--- src/hw/rtl/lqg_pkg.sv ---
package lqg_pkg;

    // Geometry of one quantization block
    localparam int BLOCK_ELEMENTS = 32;
    localparam int LANES          = BLOCK_ELEMENTS / 2;
    localparam int LANE_W         = $clog2(LANES);

    // Row accumulator width and saturation bounds
    localparam int ACC_W = 48;
    localparam logic signed [ACC_W-1:0] ACC_MAX = {1'b0, {(ACC_W-1){1'b1}}};
    localparam logic signed [ACC_W-1:0] ACC_MIN = {1'b1, {(ACC_W-1){1'b0}}};

    // Result word width and saturation bounds
    localparam int OUT_W = 32;
    localparam logic signed [OUT_W-1:0] OUT_MAX = {1'b0, {(OUT_W-1){1'b1}}};
    localparam logic signed [OUT_W-1:0] OUT_MIN = {1'b1, {(OUT_W-1){1'b0}}};

    // Weight format codes
    localparam int FMT_W = 3;
    localparam logic [FMT_W-1:0] FMT_Q4_0   = 3'd0;
    localparam logic [FMT_W-1:0] FMT_Q4_1   = 3'd1;
    localparam logic [FMT_W-1:0] FMT_Q5_0   = 3'd2;
    localparam logic [FMT_W-1:0] FMT_Q5_1   = 3'd3;
    localparam logic [FMT_W-1:0] FMT_IQ4_NL = 3'd4;

    // Offsets removed from symmetric codes
    localparam logic signed [7:0] Q4_OFFSET = 8'sd8;
    localparam logic signed [7:0] Q5_OFFSET = 8'sd16;

    // fp16 exponent field at infinity/NaN
    localparam logic [4:0] EXP_SPECIAL = 5'd31;
    // Fixed-point fraction of the decoded half scale
    localparam int HALF_FRAC = 24;
    // Largest left shift of a mantissa product (exponent 30)
    localparam int HALF_SHIFT_MAX = 29;

    // Nonlinear 4-bit codebook
    localparam logic signed [7:0] NL_TABLE [0:15] = '{
        -8'sd127, -8'sd104, -8'sd83, -8'sd65, -8'sd49, -8'sd35, -8'sd22, -8'sd10,
        8'sd1,    8'sd13,   8'sd25,  8'sd38,  8'sd53,  8'sd69,  8'sd89,  8'sd113
    };

    typedef enum logic [1:0] {
        ST_RUN,
        ST_MUL,
        ST_SHIFT,
        ST_SUM
    } t_state;

    // Turn one 4-bit code (plus fifth bit) into a signed weight
    function automatic logic signed [7:0] decode_code(
        input logic [FMT_W-1:0] fmt,
        input logic [3:0]       nib,
        input logic             fifth
    );
        logic signed [7:0] r;
        case (fmt)
            FMT_Q4_1:   r = $signed({4'b0, nib});
            FMT_Q5_0:   r = $signed({3'b0, fifth, nib}) - Q5_OFFSET;
            FMT_Q5_1:   r = $signed({3'b0, fifth, nib});
            FMT_IQ4_NL: r = NL_TABLE[nib];
            default:    r = $signed({4'b0, nib}) - Q4_OFFSET;
        endcase
        return r;
    endfunction

endpackage

--- src/hw/rtl/lqg_in_if.sv ---
interface lqg_in_if #(
    parameter int ACT_W = 16
);
    logic                    valid;
    logic                    ready;
    logic [7:0]              code_byte;
    logic signed [ACT_W-1:0] act_low;
    logic signed [ACT_W-1:0] act_high;
    logic [15:0]             scale_half;
    logic [15:0]             min_bits;
    logic [31:0]             fifth_bits;
    logic                    row_end;

    modport source (
        output valid, code_byte, act_low, act_high, scale_half, min_bits,
               fifth_bits, row_end,
        input  ready
    );
    modport sink (
        input  valid, code_byte, act_low, act_high, scale_half, min_bits,
               fifth_bits, row_end,
        output ready
    );
endinterface

--- src/hw/rtl/lqg_out_if.sv ---
interface lqg_out_if;
    logic               valid;
    logic               ready;
    logic signed [31:0] row_sum;

    modport source (
        output valid, row_sum,
        input  ready
    );
    modport sink (
        input  valid, row_sum,
        output ready
    );
endinterface

--- src/hw/rtl/lqg_lane.sv ---
module lqg_lane #(
    parameter int ACT_W = 16
) (
    input  logic [lqg_pkg::FMT_W-1:0] i_fmt,
    input  logic [3:0]                i_nib,
    input  logic                      i_fifth,
    input  logic signed [ACT_W-1:0]   i_act,
    output logic signed [ACT_W+7:0]   o_prod
);
    logic signed [7:0] w_weight;

    assign w_weight = lqg_pkg::decode_code(i_fmt, i_nib, i_fifth);
    assign o_prod   = w_weight * i_act;

endmodule

--- src/hw/rtl/lqg_half_mul.sv ---
module lqg_half_mul #(
    parameter int X_W = 29
) (
    input  logic                  i_clk,
    input  logic                  i_load,
    input  logic [15:0]           i_bits,
    input  logic signed [X_W-1:0] i_x,
    output logic signed [X_W+16:0] o_term
);
    localparam int PW = X_W + 12;
    localparam int WW = PW + lqg_pkg::HALF_SHIFT_MAX;

    logic [4:0]           w_exp;
    logic [10:0]          w_mag;
    logic [4:0]           w_shift;
    logic signed [11:0]   w_mant;
    logic signed [PW-1:0] w_prod;
    logic signed [WW-1:0] w_wide;

    logic signed [PW-1:0]  r_prod;
    logic [4:0]            r_shift;
    logic signed [X_W+16:0] r_term;

    // Map fp16 to signed mantissa and left shift; value = mant * 2^(shift - 24)
    always_comb begin
        w_exp = i_bits[14:10];
        if (w_exp == 5'd0) begin
            w_mag   = {1'b0, i_bits[9:0]};
            w_shift = 5'd0;
        end else if (w_exp == lqg_pkg::EXP_SPECIAL) begin
            w_mag   = 11'h7FF;
            w_shift = 5'(lqg_pkg::HALF_SHIFT_MAX);
        end else begin
            w_mag   = {1'b1, i_bits[9:0]};
            w_shift = w_exp - 5'd1;
        end
        w_mant = i_bits[15] ? -$signed({1'b0, w_mag}) : $signed({1'b0, w_mag});
        w_prod = w_mant * i_x;
    end

    // Shift into place, drop 24 fraction bits with floor rounding
    assign w_wide = WW'(r_prod) <<< r_shift;

    always_ff @(posedge i_clk) begin
        if (i_load) begin
            r_prod  <= w_prod;
            r_shift <= w_shift;
        end
        r_term <= w_wide[WW-1:lqg_pkg::HALF_FRAC];
    end

    assign o_term = r_term;

endmodule

--- src/hw/rtl/legacy_quant_block_gemv.sv ---
// Quantized weight row times activation vector, GGUF legacy block formats.
//
// i_item (sink): one transfer per weight byte. Sixteen transfers make one
//   32-element block; transfer j carries elements j (low nibble) and j+16
//   (high nibble) plus their activations. Scale, min and fifth bits are
//   sampled on the first transfer of each block. row_end marks the last
//   transfer of a row and closes a partial block at once.
// o_result (source): one row_sum transfer per row, saturated to 32 bits.
// i_cfg_we / i_cfg_data: weight format; write only while the block is idle.
//
// Throughput: one item per cycle inside a block. Closing a block runs the
// scale and min multipliers, the shift stage and the accumulator add, and
// i_item.ready stays low through ST_MUL, ST_SHIFT and ST_SUM.
// A row result is registered in the output register after ST_SUM.
// Reset clears all accumulators and selects Q4_0.
// When the receiver stalls, the result holds in the output register and
// items keep flowing; only the next row end waits for the register to free.
module legacy_quant_block_gemv #(
    parameter int ACT_WIDTH = 16
) (
    input  logic                      i_clk,
    input  logic                      i_rst_n,
    input  logic                      i_cfg_we,
    input  logic [lqg_pkg::FMT_W-1:0] i_cfg_data,
    lqg_in_if.sink                    i_item,
    lqg_out_if.source                 o_result
);
    localparam int DOT_W  = ACT_WIDTH + 13;
    localparam int ASUM_W = ACT_WIDTH + 6;
    localparam int TD_W   = DOT_W + 17;
    localparam int TM_W   = ASUM_W + 17;
    localparam int ACC_W  = lqg_pkg::ACC_W;
    localparam int SUM_W  = ((ACC_W > TD_W) ? ACC_W : TD_W) + 2;
    localparam int LANE_W = lqg_pkg::LANE_W;
    localparam logic [LANE_W-1:0] LAST_LANE = LANE_W'(lqg_pkg::LANES - 1);

    lqg_pkg::t_state r_state, n_state;

    logic [lqg_pkg::FMT_W-1:0] r_fmt;
    logic [LANE_W-1:0]         r_lane, n_lane;
    logic signed [DOT_W-1:0]   r_dot, n_dot;
    logic signed [ASUM_W-1:0]  r_asum, n_asum;
    logic [15:0]               r_scale, n_scale;
    logic [15:0]               r_min, n_min;
    logic [31:0]               r_fifth, n_fifth;
    logic                      r_end, n_end;
    logic signed [ACC_W-1:0]   r_acc, n_acc;
    logic                      r_out_valid, n_out_valid;
    logic signed [31:0]        r_row_sum, n_row_sum;

    logic                      w_accept;
    logic                      w_first;
    logic                      w_close;
    logic                      w_affine;
    logic [31:0]               w_fifth;
    logic [lqg_pkg::LANES-1:0] w_fifth_lo;
    logic [lqg_pkg::LANES-1:0] w_fifth_hi;
    logic signed [ACT_WIDTH+7:0] w_prod_lo;
    logic signed [ACT_WIDTH+7:0] w_prod_hi;
    logic signed [TD_W-1:0]    w_term_dot;
    logic signed [TM_W-1:0]    w_term_min;
    logic signed [SUM_W-1:0]   w_sum;
    logic signed [ACC_W-1:0]   w_acc_sat;
    logic signed [31:0]        w_row_sat;
    logic                      w_out_free;

    assign w_accept = i_item.valid && i_item.ready;
    assign w_first  = (r_lane == '0);
    assign w_close  = i_item.row_end || (r_lane == LAST_LANE);
    assign w_affine = (r_fmt == lqg_pkg::FMT_Q4_1) || (r_fmt == lqg_pkg::FMT_Q5_1);

    // Fifth bits come straight from the item on the first lane
    assign w_fifth    = w_first ? i_item.fifth_bits : r_fifth;
    assign w_fifth_lo = w_fifth[lqg_pkg::LANES-1:0];
    assign w_fifth_hi = w_fifth[lqg_pkg::BLOCK_ELEMENTS-1:lqg_pkg::LANES];

    // Two multiply lanes: low and high nibble of the code byte
    lqg_lane #(.ACT_W(ACT_WIDTH)) u_lane_lo (
        .i_fmt   (r_fmt),
        .i_nib   (i_item.code_byte[3:0]),
        .i_fifth (w_fifth_lo[r_lane]),
        .i_act   (i_item.act_low),
        .o_prod  (w_prod_lo)
    );

    lqg_lane #(.ACT_W(ACT_WIDTH)) u_lane_hi (
        .i_fmt   (r_fmt),
        .i_nib   (i_item.code_byte[7:4]),
        .i_fifth (w_fifth_hi[r_lane]),
        .i_act   (i_item.act_high),
        .o_prod  (w_prod_hi)
    );

    // Block close: scale * dot and min * activation sum, each through a product register and a term register
    lqg_half_mul #(.X_W(DOT_W)) u_scale_mul (
        .i_clk  (i_clk),
        .i_load (r_state == lqg_pkg::ST_MUL),
        .i_bits (r_scale),
        .i_x    (r_dot),
        .o_term (w_term_dot)
    );

    lqg_half_mul #(.X_W(ASUM_W)) u_min_mul (
        .i_clk  (i_clk),
        .i_load (r_state == lqg_pkg::ST_MUL),
        .i_bits (r_min),
        .i_x    (r_asum),
        .o_term (w_term_min)
    );

    // Merge the dot term (and the min term for Q4_1/Q5_1) into the row accumulator, saturate to 48 bits
    always_comb begin
        w_sum = SUM_W'(r_acc) + SUM_W'(w_term_dot)
              + (w_affine ? SUM_W'(w_term_min) : '0);
        if (w_sum > SUM_W'(lqg_pkg::ACC_MAX)) begin
            w_acc_sat = lqg_pkg::ACC_MAX;
        end else if (w_sum < SUM_W'(lqg_pkg::ACC_MIN)) begin
            w_acc_sat = lqg_pkg::ACC_MIN;
        end else begin
            w_acc_sat = w_sum[ACC_W-1:0];
        end
        if (w_acc_sat > ACC_W'(lqg_pkg::OUT_MAX)) begin
            w_row_sat = lqg_pkg::OUT_MAX;
        end else if (w_acc_sat < ACC_W'(lqg_pkg::OUT_MIN)) begin
            w_row_sat = lqg_pkg::OUT_MIN;
        end else begin
            w_row_sat = w_acc_sat[31:0];
        end
    end

    assign w_out_free = !r_out_valid || o_result.ready;

    always_comb begin
        n_state     = r_state;
        n_lane      = r_lane;
        n_dot       = r_dot;
        n_asum      = r_asum;
        n_scale     = r_scale;
        n_min       = r_min;
        n_fifth     = r_fifth;
        n_end       = r_end;
        n_acc       = r_acc;
        n_row_sum   = r_row_sum;
        n_out_valid = r_out_valid && !o_result.ready;
        i_item.ready = 1'b0;

        case (r_state)
            lqg_pkg::ST_RUN: begin
                i_item.ready = 1'b1;
                if (w_accept) begin
                    if (w_first) begin
                        n_scale = i_item.scale_half;
                        n_min   = i_item.min_bits;
                        n_fifth = i_item.fifth_bits;
                    end
                    n_dot  = r_dot + DOT_W'(w_prod_lo) + DOT_W'(w_prod_hi);
                    n_asum = r_asum + ASUM_W'(i_item.act_low) + ASUM_W'(i_item.act_high);
                    n_end  = i_item.row_end;
                    if (w_close) begin
                        n_lane  = '0;
                        n_state = lqg_pkg::ST_MUL;
                    end else begin
                        n_lane = r_lane + LANE_W'(1);
                    end
                end
            end
            lqg_pkg::ST_MUL: begin
                // Products captured this edge; clear the block sums
                n_dot   = '0;
                n_asum  = '0;
                n_state = lqg_pkg::ST_SHIFT;
            end
            lqg_pkg::ST_SHIFT: begin
                n_state = lqg_pkg::ST_SUM;
            end
            lqg_pkg::ST_SUM: begin
                if (!r_end) begin
                    n_acc   = w_acc_sat;
                    n_state = lqg_pkg::ST_RUN;
                end else if (w_out_free) begin
                    n_acc       = '0;
                    n_row_sum   = w_row_sat;
                    n_out_valid = 1'b1;
                    n_state     = lqg_pkg::ST_RUN;
                end
            end
            default: begin
                n_state = lqg_pkg::ST_RUN;
            end
        endcase
    end

    always_ff @(posedge i_clk) begin
        if (!i_rst_n) begin
            r_state     <= lqg_pkg::ST_RUN;
            r_fmt       <= lqg_pkg::FMT_Q4_0;
            r_lane      <= '0;
            r_dot       <= '0;
            r_asum      <= '0;
            r_scale     <= '0;
            r_min       <= '0;
            r_fifth     <= '0;
            r_end       <= 1'b0;
            r_acc       <= '0;
            r_out_valid <= 1'b0;
        end else begin
            r_state     <= n_state;
            r_lane      <= n_lane;
            r_dot       <= n_dot;
            r_asum      <= n_asum;
            r_scale     <= n_scale;
            r_min       <= n_min;
            r_fifth     <= n_fifth;
            r_end       <= n_end;
            r_acc       <= n_acc;
            r_out_valid <= n_out_valid;
            if (i_cfg_we) begin
                r_fmt <= i_cfg_data;
            end
        end
    end

    // Payload register; valid flag guards it
    always_ff @(posedge i_clk) begin
        r_row_sum <= n_row_sum;
    end

    assign o_result.valid   = r_out_valid;
    assign o_result.row_sum = r_row_sum;

    // A block close always starts the multiply sequence on the next cycle
    a_close_seq: assert property (@(posedge i_clk) disable iff (!i_rst_n)
        (w_accept && w_close) |=> (r_state == lqg_pkg::ST_MUL && r_lane == '0))
        else $error("block close did not start multiply sequence");

    // Block sums are cleared once the products are captured
    a_block_clear: assert property (@(posedge i_clk) disable iff (!i_rst_n)
        (r_state == lqg_pkg::ST_SHIFT) |-> (r_dot == '0 && r_asum == '0))
        else $error("block sums not cleared after close");

    // A finished row leaves a valid result and an empty accumulator
    a_row_out: assert property (@(posedge i_clk) disable iff (!i_rst_n)
        (r_state == lqg_pkg::ST_SUM && r_end && w_out_free)
        |=> (r_out_valid && r_acc == '0 && r_state == lqg_pkg::ST_RUN))
        else $error("row result not delivered");

    // No item is taken while a block close is in flight
    a_no_take: assert property (@(posedge i_clk) disable iff (!i_rst_n)
        (r_state != lqg_pkg::ST_RUN) |-> !i_item.ready)
        else $error("item accepted during block close");

endmodule
--- src/flat_wrapper.sv ---
// flat-port wrapper written by rule: the top's interface ports become plain ports
module legacy_quant_block_gemv_flat 
#(
    parameter int ACT_WIDTH = 16
)
  (i_clk, i_rst_n, i_cfg_we, i_cfg_data, i_item_valid, i_item_code_byte, i_item_act_low, i_item_act_high, i_item_scale_half, i_item_min_bits, i_item_fifth_bits, i_item_row_end, i_item_ready, o_result_valid, o_result_row_sum, o_result_ready);
  lqg_in_if i_item_i ();
  lqg_out_if o_result_i ();
  input  logic i_clk;
  input  logic i_rst_n;
  input  logic i_cfg_we;
  input  logic [lqg_pkg::FMT_W-1:0] i_cfg_data;
  input wire logic [$bits(i_item_i.valid)-1:0] i_item_valid;
  input wire logic [$bits(i_item_i.code_byte)-1:0] i_item_code_byte;
  input wire logic [$bits(i_item_i.act_low)-1:0] i_item_act_low;
  input wire logic [$bits(i_item_i.act_high)-1:0] i_item_act_high;
  input wire logic [$bits(i_item_i.scale_half)-1:0] i_item_scale_half;
  input wire logic [$bits(i_item_i.min_bits)-1:0] i_item_min_bits;
  input wire logic [$bits(i_item_i.fifth_bits)-1:0] i_item_fifth_bits;
  input wire logic [$bits(i_item_i.row_end)-1:0] i_item_row_end;
  output wire logic [$bits(i_item_i.ready)-1:0] i_item_ready;
  output wire logic [$bits(o_result_i.valid)-1:0] o_result_valid;
  output wire logic [$bits(o_result_i.row_sum)-1:0] o_result_row_sum;
  input wire logic [$bits(o_result_i.ready)-1:0] o_result_ready;
  assign i_item_i.valid = i_item_valid;
  assign i_item_i.code_byte = i_item_code_byte;
  assign i_item_i.act_low = i_item_act_low;
  assign i_item_i.act_high = i_item_act_high;
  assign i_item_i.scale_half = i_item_scale_half;
  assign i_item_i.min_bits = i_item_min_bits;
  assign i_item_i.fifth_bits = i_item_fifth_bits;
  assign i_item_i.row_end = i_item_row_end;
  assign i_item_ready = i_item_i.ready;
  assign o_result_valid = o_result_i.valid;
  assign o_result_row_sum = o_result_i.row_sum;
  assign o_result_i.ready = o_result_ready;
  legacy_quant_block_gemv #(.ACT_WIDTH(ACT_WIDTH)) u_core (.i_clk(i_clk), .i_rst_n(i_rst_n), .i_cfg_we(i_cfg_we), .i_cfg_data(i_cfg_data), .i_item(i_item_i), .o_result(o_result_i));
endmodule
--- config.mk ---
export PLATFORM = sky130hd
export DESIGN_NAME = legacy_quant_block_gemv_flat
export DESIGN_NICKNAME = d
export VERILOG_FILES = /design/src/hw/rtl/lqg_pkg.sv /design/src/hw/rtl/lqg_in_if.sv /design/src/hw/rtl/lqg_out_if.sv /design/src/hw/rtl/lqg_lane.sv /design/src/hw/rtl/lqg_half_mul.sv /design/src/hw/rtl/legacy_quant_block_gemv.sv /design/src/flat_wrapper.sv
export SDC_FILE = /design/constraint.sdc
export NUM_CORES = 2
export LEC_CHECK = 0
export BUFFER_PORTS_ARGS = -buffer_cell sky130_fd_sc_hd__buf_2
export CAP_MARGIN = 10
export CORE_MARGIN = 2
export CORE_UTILIZATION = 50
export DETAILED_ROUTE_END_ITERATION = 16
export PLACE_DENSITY = 0.63
export SETUP_SLACK_MARGIN = 0.2
export SKIP_CTS_REPAIR_TIMING = 1
export SLEW_MARGIN = 20
export SYNTH_ARGS = -nofsm -noshare
export SYNTH_HDL_FRONTEND = slang
export SYNTH_SLANG_ARGS = --single-unit
export TNS_END_PERCENT = 1
--- constraint.sdc ---
create_clock -name i_clk -period 12.6 [get_ports i_clk]
set_input_delay 1.89 -clock i_clk [delete_from_list [all_inputs] [get_ports i_clk]]
set_output_delay 1.89 -clock i_clk [all_outputs]
set_load 0.01 [all_outputs]
; ---- Word-level counts from Yosys, hierarchy flattened
; Memory sizes are Yosys's and may differ from the RTL's.
; Index checks and enable logic that the tools add are counted.
; Widths: inputs -> output; s select.
[classes]
mul = 4
n_lt_le_gt_ge = 7
n_eq_ne = 14
n_addsub = 15
div_mod_pow = 0
shift = 2
n_bitwise = 2
n_mux = 39
reduce_logical = 20
[op_table]
columns = operator, count
row1 = $mux 48, 4
row2 = $sshl 41x5->70, 1
row3 = $mux 32, 2
row4 = $pmux 8 s4, 2
row5 = $sshl 34x5->63, 1
row6 = $add 29x24->29, 2
row7 = $pmux 29 s2, 1
row8 = $add 50x50->50, 1
row9 = $gt 50x48->1 const B, 1
row10 = $lt 50x48->1 const B, 1
row11 = $mux 50, 1
row12 = $add 48x46->49, 1
row13 = $gt 48x32->1 const B, 1
row14 = $lt 48x32->1 const B, 1
row15 = $mul 8x16->24, 2
row16 = $add 22x16->22, 2
row17 = $pmux 22 s2, 1
row18 = $mul 12x29->41, 1
row19 = $mul 12x22->34, 1
row20 = $mux 8, 4
row21 = $mux 29, 1
row22 = $mux 12, 2
row23 = $neg 11->12, 2
row24 = $mux 11, 2
row25 = other kinds (35), 65
[totals]
register_bits = 376
output_inout_bits = 34
romBits = 256
ramBits = 0
in_bits = 113
mem_count = 2
elab_cells = 125
latchBits = 0
[mem_list]
columns = name, words, word_bits, rd, rd_clocked_by_memory_dff, wr, line
row1 = (no name shown), 16, 8, 1, 0, 0, lqg_pkg.sv:61  ; FMT_IQ4_NL: r = NL_TABLE[nib];
row2 = (no name shown), 16, 8, 1, 0, 0, lqg_pkg.sv:61

; ---- Depth between registers and ports, before layout
[depth]
depth_word = 11
mapped_depth = 41
depth_no_buf = 38

; ---- Cells and area by module
; A second synthesis with hierarchy kept.
[unflattened]
hier_cells = 6586
area_unflattened_um2 = 57482.6
[modules_own_cells]
columns = module, area_per_inst_um2, cells_each, seq_area_each_um2, n_inst
row1 = lqg_half_mul (u_core.u_scale_mul), 17005.1, 1905, 2302.2, 1
row2 = legacy_quant_block_gemv, 16410.7, 1929, 4444.3, 1
row3 = lqg_half_mul (u_core.u_min_mul), 13798.2, 1550, 1951.9, 1
row4 = lqg_lane (u_core.u_lane_lo), 5142.4, 604, 0.0, 1
row5 = lqg_lane (u_core.u_lane_hi), 5126.2, 598, 0.0, 1

; ---- Least setup slack after synthesis
; No wires, ideal clock.
[synth_path]
path_kind = input port to flip-flop
from = input port i_item_fifth_bits[13]
to = register u_core.r_dot[28]
stages = 31
n_path_buf = 1
setup_time_ns = 0.128
arrival_time_ns = 9.562
required_ns = 12.472
slack_ns = 2.910
cell_sequence = mux4_2 -> mux4_2 -> a21oi_1 -> and2_1 -> nor2_1 -> a21oi_1 -> clkbuf_1 -> nand2_1 -> fa_1 -> fa_1 -> inv_1 -> fa_1 -> inv_1 -> fa_1 -> fa_1 -> inv_1 -> fa_1 -> ha_1 -> o21a_1 -> o21ai_0 -> a31oi_1 -> o2111ai_1 -> nand3_1 -> a41oi_1 -> o21ai_0 -> and2_1 -> o2111ai_1 -> a31oi_1 -> a31oi_1 -> xnor2_1 -> o21ai_0
[synth_between]
elab_chain_cells = 10
[synth_rtl]
columns = item, line
row1 = "start, declared", flat_wrapper.sv:19  ; input wire logic [$bits(i_item_i.fifth_bits)-1:0] i_item_fifth_bits;
row2 = $mux 32 (*), legacy_quant_block_gemv.sv:73  ; assign w_fifth = w_first ? i_item.fifth_bits : r_fifth;
row3 = $bmux 1 s4 (*), legacy_quant_block_gemv.sv:81  ; .i_fifth (w_fifth_lo[r_lane]),
row4 = $mux 1 (not written as such) (*), legacy_quant_block_gemv.sv:81
row5 = $sub 5x5->6, lqg_pkg.sv:59  ; FMT_Q5_0: r = $signed({3'b0, fifth, nib}) - Q5_OFFSET;
row6 = $pmux 8 s4 (*), lqg_pkg.sv:57  ; case (fmt)
row7 = $mul 8x16->24 (*), lqg_lane.sv:13  ; assign o_prod = w_weight * i_act;
row8 = $add 29x24->29 (*) (2 in a row), legacy_quant_block_gemv.sv:156  ; n_dot = r_dot + DOT_W'(w_prod_lo) + DOT_W'(w_prod_hi);
row9 = $mux 29 (*), legacy_quant_block_gemv.sv:150  ; if (w_accept) begin
row10 = $pmux 29 s2 (*), legacy_quant_block_gemv.sv:147  ; case (r_state)
row11 = "end signal, assigned", legacy_quant_block_gemv.sv:209  ; r_dot <= n_dot;
row12 = "end, declared", legacy_quant_block_gemv.sv:41  ; logic signed [DOT_W-1:0] r_dot, n_dot;
; Every way passes the cells marked *; elsewhere a longest branch is shown, timed or not. The select of a mux whose other input is x is not followed.
; A chain may end at the register's enable or synchronous reset.

; ---- Final worst setup path
[layout_path]
from = register u_core.r_lane[0]
to = register u_core.r_dot[28]
[layout_between]
elab_chain_cells = 11
elab_cells_between_ends = 16
cone_classes = 4 x add/sub / 2 x mul / 9 x mux / 1 x reduce/logical
[layout_rtl]
columns = item, line
row1 = "start, declared", legacy_quant_block_gemv.sv:40  ; logic [LANE_W-1:0] r_lane, n_lane;
row2 = "start signal, assigned", legacy_quant_block_gemv.sv:208  ; r_lane <= n_lane;
row3 = $logic_not 4->1, legacy_quant_block_gemv.sv:68  ; assign w_first = (r_lane == '0);
row4 = $mux 32, legacy_quant_block_gemv.sv:73
row5 = $bmux 1 s4, legacy_quant_block_gemv.sv:81
row6 = $mux 1 (not written as such), legacy_quant_block_gemv.sv:81
row7 = $sub 5x5->6, lqg_pkg.sv:59
row8 = $pmux 8 s4, lqg_pkg.sv:57
row9 = $mul 8x16->24, lqg_lane.sv:13
row10 = $add 29x24->29, legacy_quant_block_gemv.sv:156
row11 = $add 29x24->29 (*), legacy_quant_block_gemv.sv:156
row12 = $mux 29 (*), legacy_quant_block_gemv.sv:150
row13 = $pmux 29 s2 (*), legacy_quant_block_gemv.sv:147
; Marks and branches as above.

==> reports/qor.yml <==
worst-r2r-cell-count: 35
areaGrowthSynthToFinish_pct: 6.563
per_cell_via_count_in_the_routed_design: 5.522
placedInstanceArea_mm2: 0.05906
worst_hold_path.num_cells: 2
netlist_top_cells_area: "fa_1 (30%), dfxtp_1 (9.1%), ha_1 (9.0%), inv_1 (6.4%), nand2_1 (6.3%)"
worstSetupPathType: "reg -> reg"
clockRootBuffer: "clkbuf_16"
layout-drive-gt1-share: 0.08291
critPathRequiredTime_ns: 13.09
r2r_start: "u_core.r_lane[0]"
synth.distinct_cells: 91
r2r_slack_ns: 1.56
cts.reportedPaths.clkPinSlew_ns: 0.06
floorplan.core_area_mm2: 0.1128
period_share: 0.8761
row_count: 123
horiz_die_dim_um: 341.8
met3_wirelength_um: 8519
yosys.cell_count.top_type: "inv_1"
synth.avg_cell_area_um2: 8.799
syn-instance-count: 6485
outcome: "complete, no violations"
crit_path_start_kind: "register"
cts_max_level: 2
pin_count: 147
gp_congestion: 0.9661
die_y_um: 341.8
period_minus_slack_ns: 11.04
worst_clock_skew_ns: 0.04413
rsz0062_at_grt: "false"
final_area_mm2: 0.06081
seq_area_frac_synth: 0.1524
yosys_most_used_dff: "dfxtp_1"
worst_ep_arrival_time_ns: 11.53
worst_pin_slew_ns: 1.109
detailroute.via_count: 44004
length_of_routed_met2_wiring_um: 72610
drt_pre_antenna_iters: 6
slowest_delay_ns: 0.82
synth_top_area_cell: "fa_1"
worst_r2r_endpoint: "u_core.r_dot[28]"
layout.area.seq_mm2: 0.008698
crit_slowest_cell: "a21oi_1"
whs_endpoint: "u_core.r_fifth[28]"
grt_overflow: 0
tns_ns: 0
wl_um: 152000
syn_area_mm2: 0.05706
routedLengthMet1_um: 66480
yosys_reg_bits: 376
synth.net_count: 7876
track_usage: 0.2660
hp-class: "reg -> reg"
finish.net_count: 7819
cts.path.max_buffers: 3
cts_sinks: 376
finalSetupViolations: 0
fin_hold_ws_ns: 0.4599
synth_async_sr_flop_share: 0
timing.hold.worst.start: "u_core.r_fifth[28]"
report.final.hold_viol_count: 0
area_taken_by_multi_input_logic_gates_mm2: 0.04355
drt_iter0_drc: 2854
drt.antenna.violating_nets: 0
first_pass_grt_wire_length_um: 245500
dieArea_mm2: 0.1168
fmax_mhz: 90.59
report.final.slew_viol_count: 0
start_util: 0.5059
endpoint_type_of_the_worst_setup_path: "register"
crit_path_max_fanout: 18
synth.top_cells.by_count: "inv_1 (968), nand2_1 (951), fa_1 (869)"
tritoncts.num_buffers: 45
port-buffer-count: 146
first_global_vias: 44982
top_sig_layer: "met5"
remaining_drc_errors: 0
hpwlAfterDp_um: 123200
synthDominantCellAreaShare: 0.3049
grt_max_degree: 68
final_util: 0.5390
clock_insertion_delay_worst_skew_ns: 0.67
max_cap_viol_count: 0
crit_path_frequent_cell: "fa_1"
detail_route.wl_per_cell_um: 19.07
slew_headroom: 0.2578
num-fill-cells: 10393
synth_edf_count: 117
antenna_found_initial: 12
ys.warnings.count: 0
cts_tree: "done"
worst max path at each step:
stage / from / cells after the start / to / slack, ns
after CTS: u_core.r_lane[0] / 35 / u_core.r_dot[28] / 1.62
after global routing: u_core.r_lane[0] / 35 / u_core.r_dot[28] / 0.73
after global placement: i_item_fifth_bits[25] / 33 / u_core.r_dot[28] / 1.62
final: u_core.r_lane[0] / 35 / u_core.r_dot[28] / 1.56
after floorplan: i_item_fifth_bits[13] / 31 / u_core.r_dot[28] / 2.91
after detailed placement: i_item_fifth_bits[25] / 33 / u_core.r_dot[28] / 1.42
cell usage in the layout, fill, tap and decap left out, types with 34 or more instances in the layout:
cell type  count
nor3_1        47
clkbuf_16     50
buf_4         76
mux2_2        39
nor2_1       257
fa_1         869
nand2_1      950
o21a_1        34
a21oi_1      319
nand2b_1      43
edfxtp_1     117
ha_1         408
a22oi_1       48
o21ai_0      300
a21boi_0      67
nand3_1       57
buf_2        145
a21o_1       100
inv_1        968
a31oi_1       38
or2_2         84
mux4_2        51
o21ai_1       43
o211ai_1      34
nor2b_1       96
xnor2_1      146
mux2i_1      103
and2_1       322
dfxtp_1      259
xor2_1        57
layer usage:
| layer | vias to the layer above | global-route usage |
|---|---|---|
| li1 | 20784 | - |
| met1 | 21913 | 0.3615 |
| met2 | 1084 | 0.4499 |
| met3 | 213 | 0.02928 |
| met4 | 10 | 0.07544 |
| met5 | - | 0 |
kinds of logic (layout without fill, tap and decap cells):
family,Yosys count,count (layout),share of synthesized area
flip-flops,376,376,0.1524
AND/OR/NAND/NOR,1955,1955,0.1601
other,0,4,0
buffers and inverters,1296,1276,0.08764
XOR/XNOR,208,208,0.03192
multiplexers,193,193,0.04589
AO/OA/AOI/OAI,1179,1179,0.1275
adder cells (fa/ha/maj),1278,1278,0.3945
registers in the layout (all words and copies together), names as in the netlist, 2 cells and up:
signal,count
u_core.r_acc,48
u_core.u_scale_mul.o_term,46
u_core.u_scale_mul.r_prod,41
u_core.u_min_mul.o_term,39
u_core.u_min_mul.r_prod,34
u_core.o_result.row_sum,32
u_core.r_fifth,32
u_core.r_dot,29
u_core.r_asum,22
u_core.r_min,16
u_core.r_scale,16
u_core.u_min_mul.r_shift,5
u_core.u_scale_mul.r_shift,5
u_core.r_lane,4
u_core.r_fmt,3
u_core.r_state,2
layout make-up:
class	count	share of cell area
Inverter	971	0.05994
Timing Repair Buffer	221	0.02132
Tap cell	1500	0.03086
Sequential cell	376	0.1430
Clock inverter	26	0.006523
Multi-Input combinational cell	4813	0.7163
Clock buffer	58	0.02189
Antenna cell	4	0.0001646
worst max-delay path: cells and delay by family (launching register included):
| family | cells | cell delay [ns] |
|---|---|---|
| simple gates | 5 | 1.51 |
| fa+ha+maj | 8 | 3.59 |
| xor+xnor | 1 | 0.14 |
| mux | 2 | 0.64 |
| flops | 1 | 0.64 |
| compound gates | 15 | 3.97 |
| buf+inv | 4 | 0.36 |
stage by stage:
stage	std cells	worst slack (ns)
floorplan	6485	2.910
global placement	7881	1.625
detailed placement	7881	1.423
CTS	7965	1.618
global route	7965	0.7297
finish	7969	1.561
Power is not shown: default switching activity piles up to over one toggle a cycle in this logic, so the estimate is an artifact.
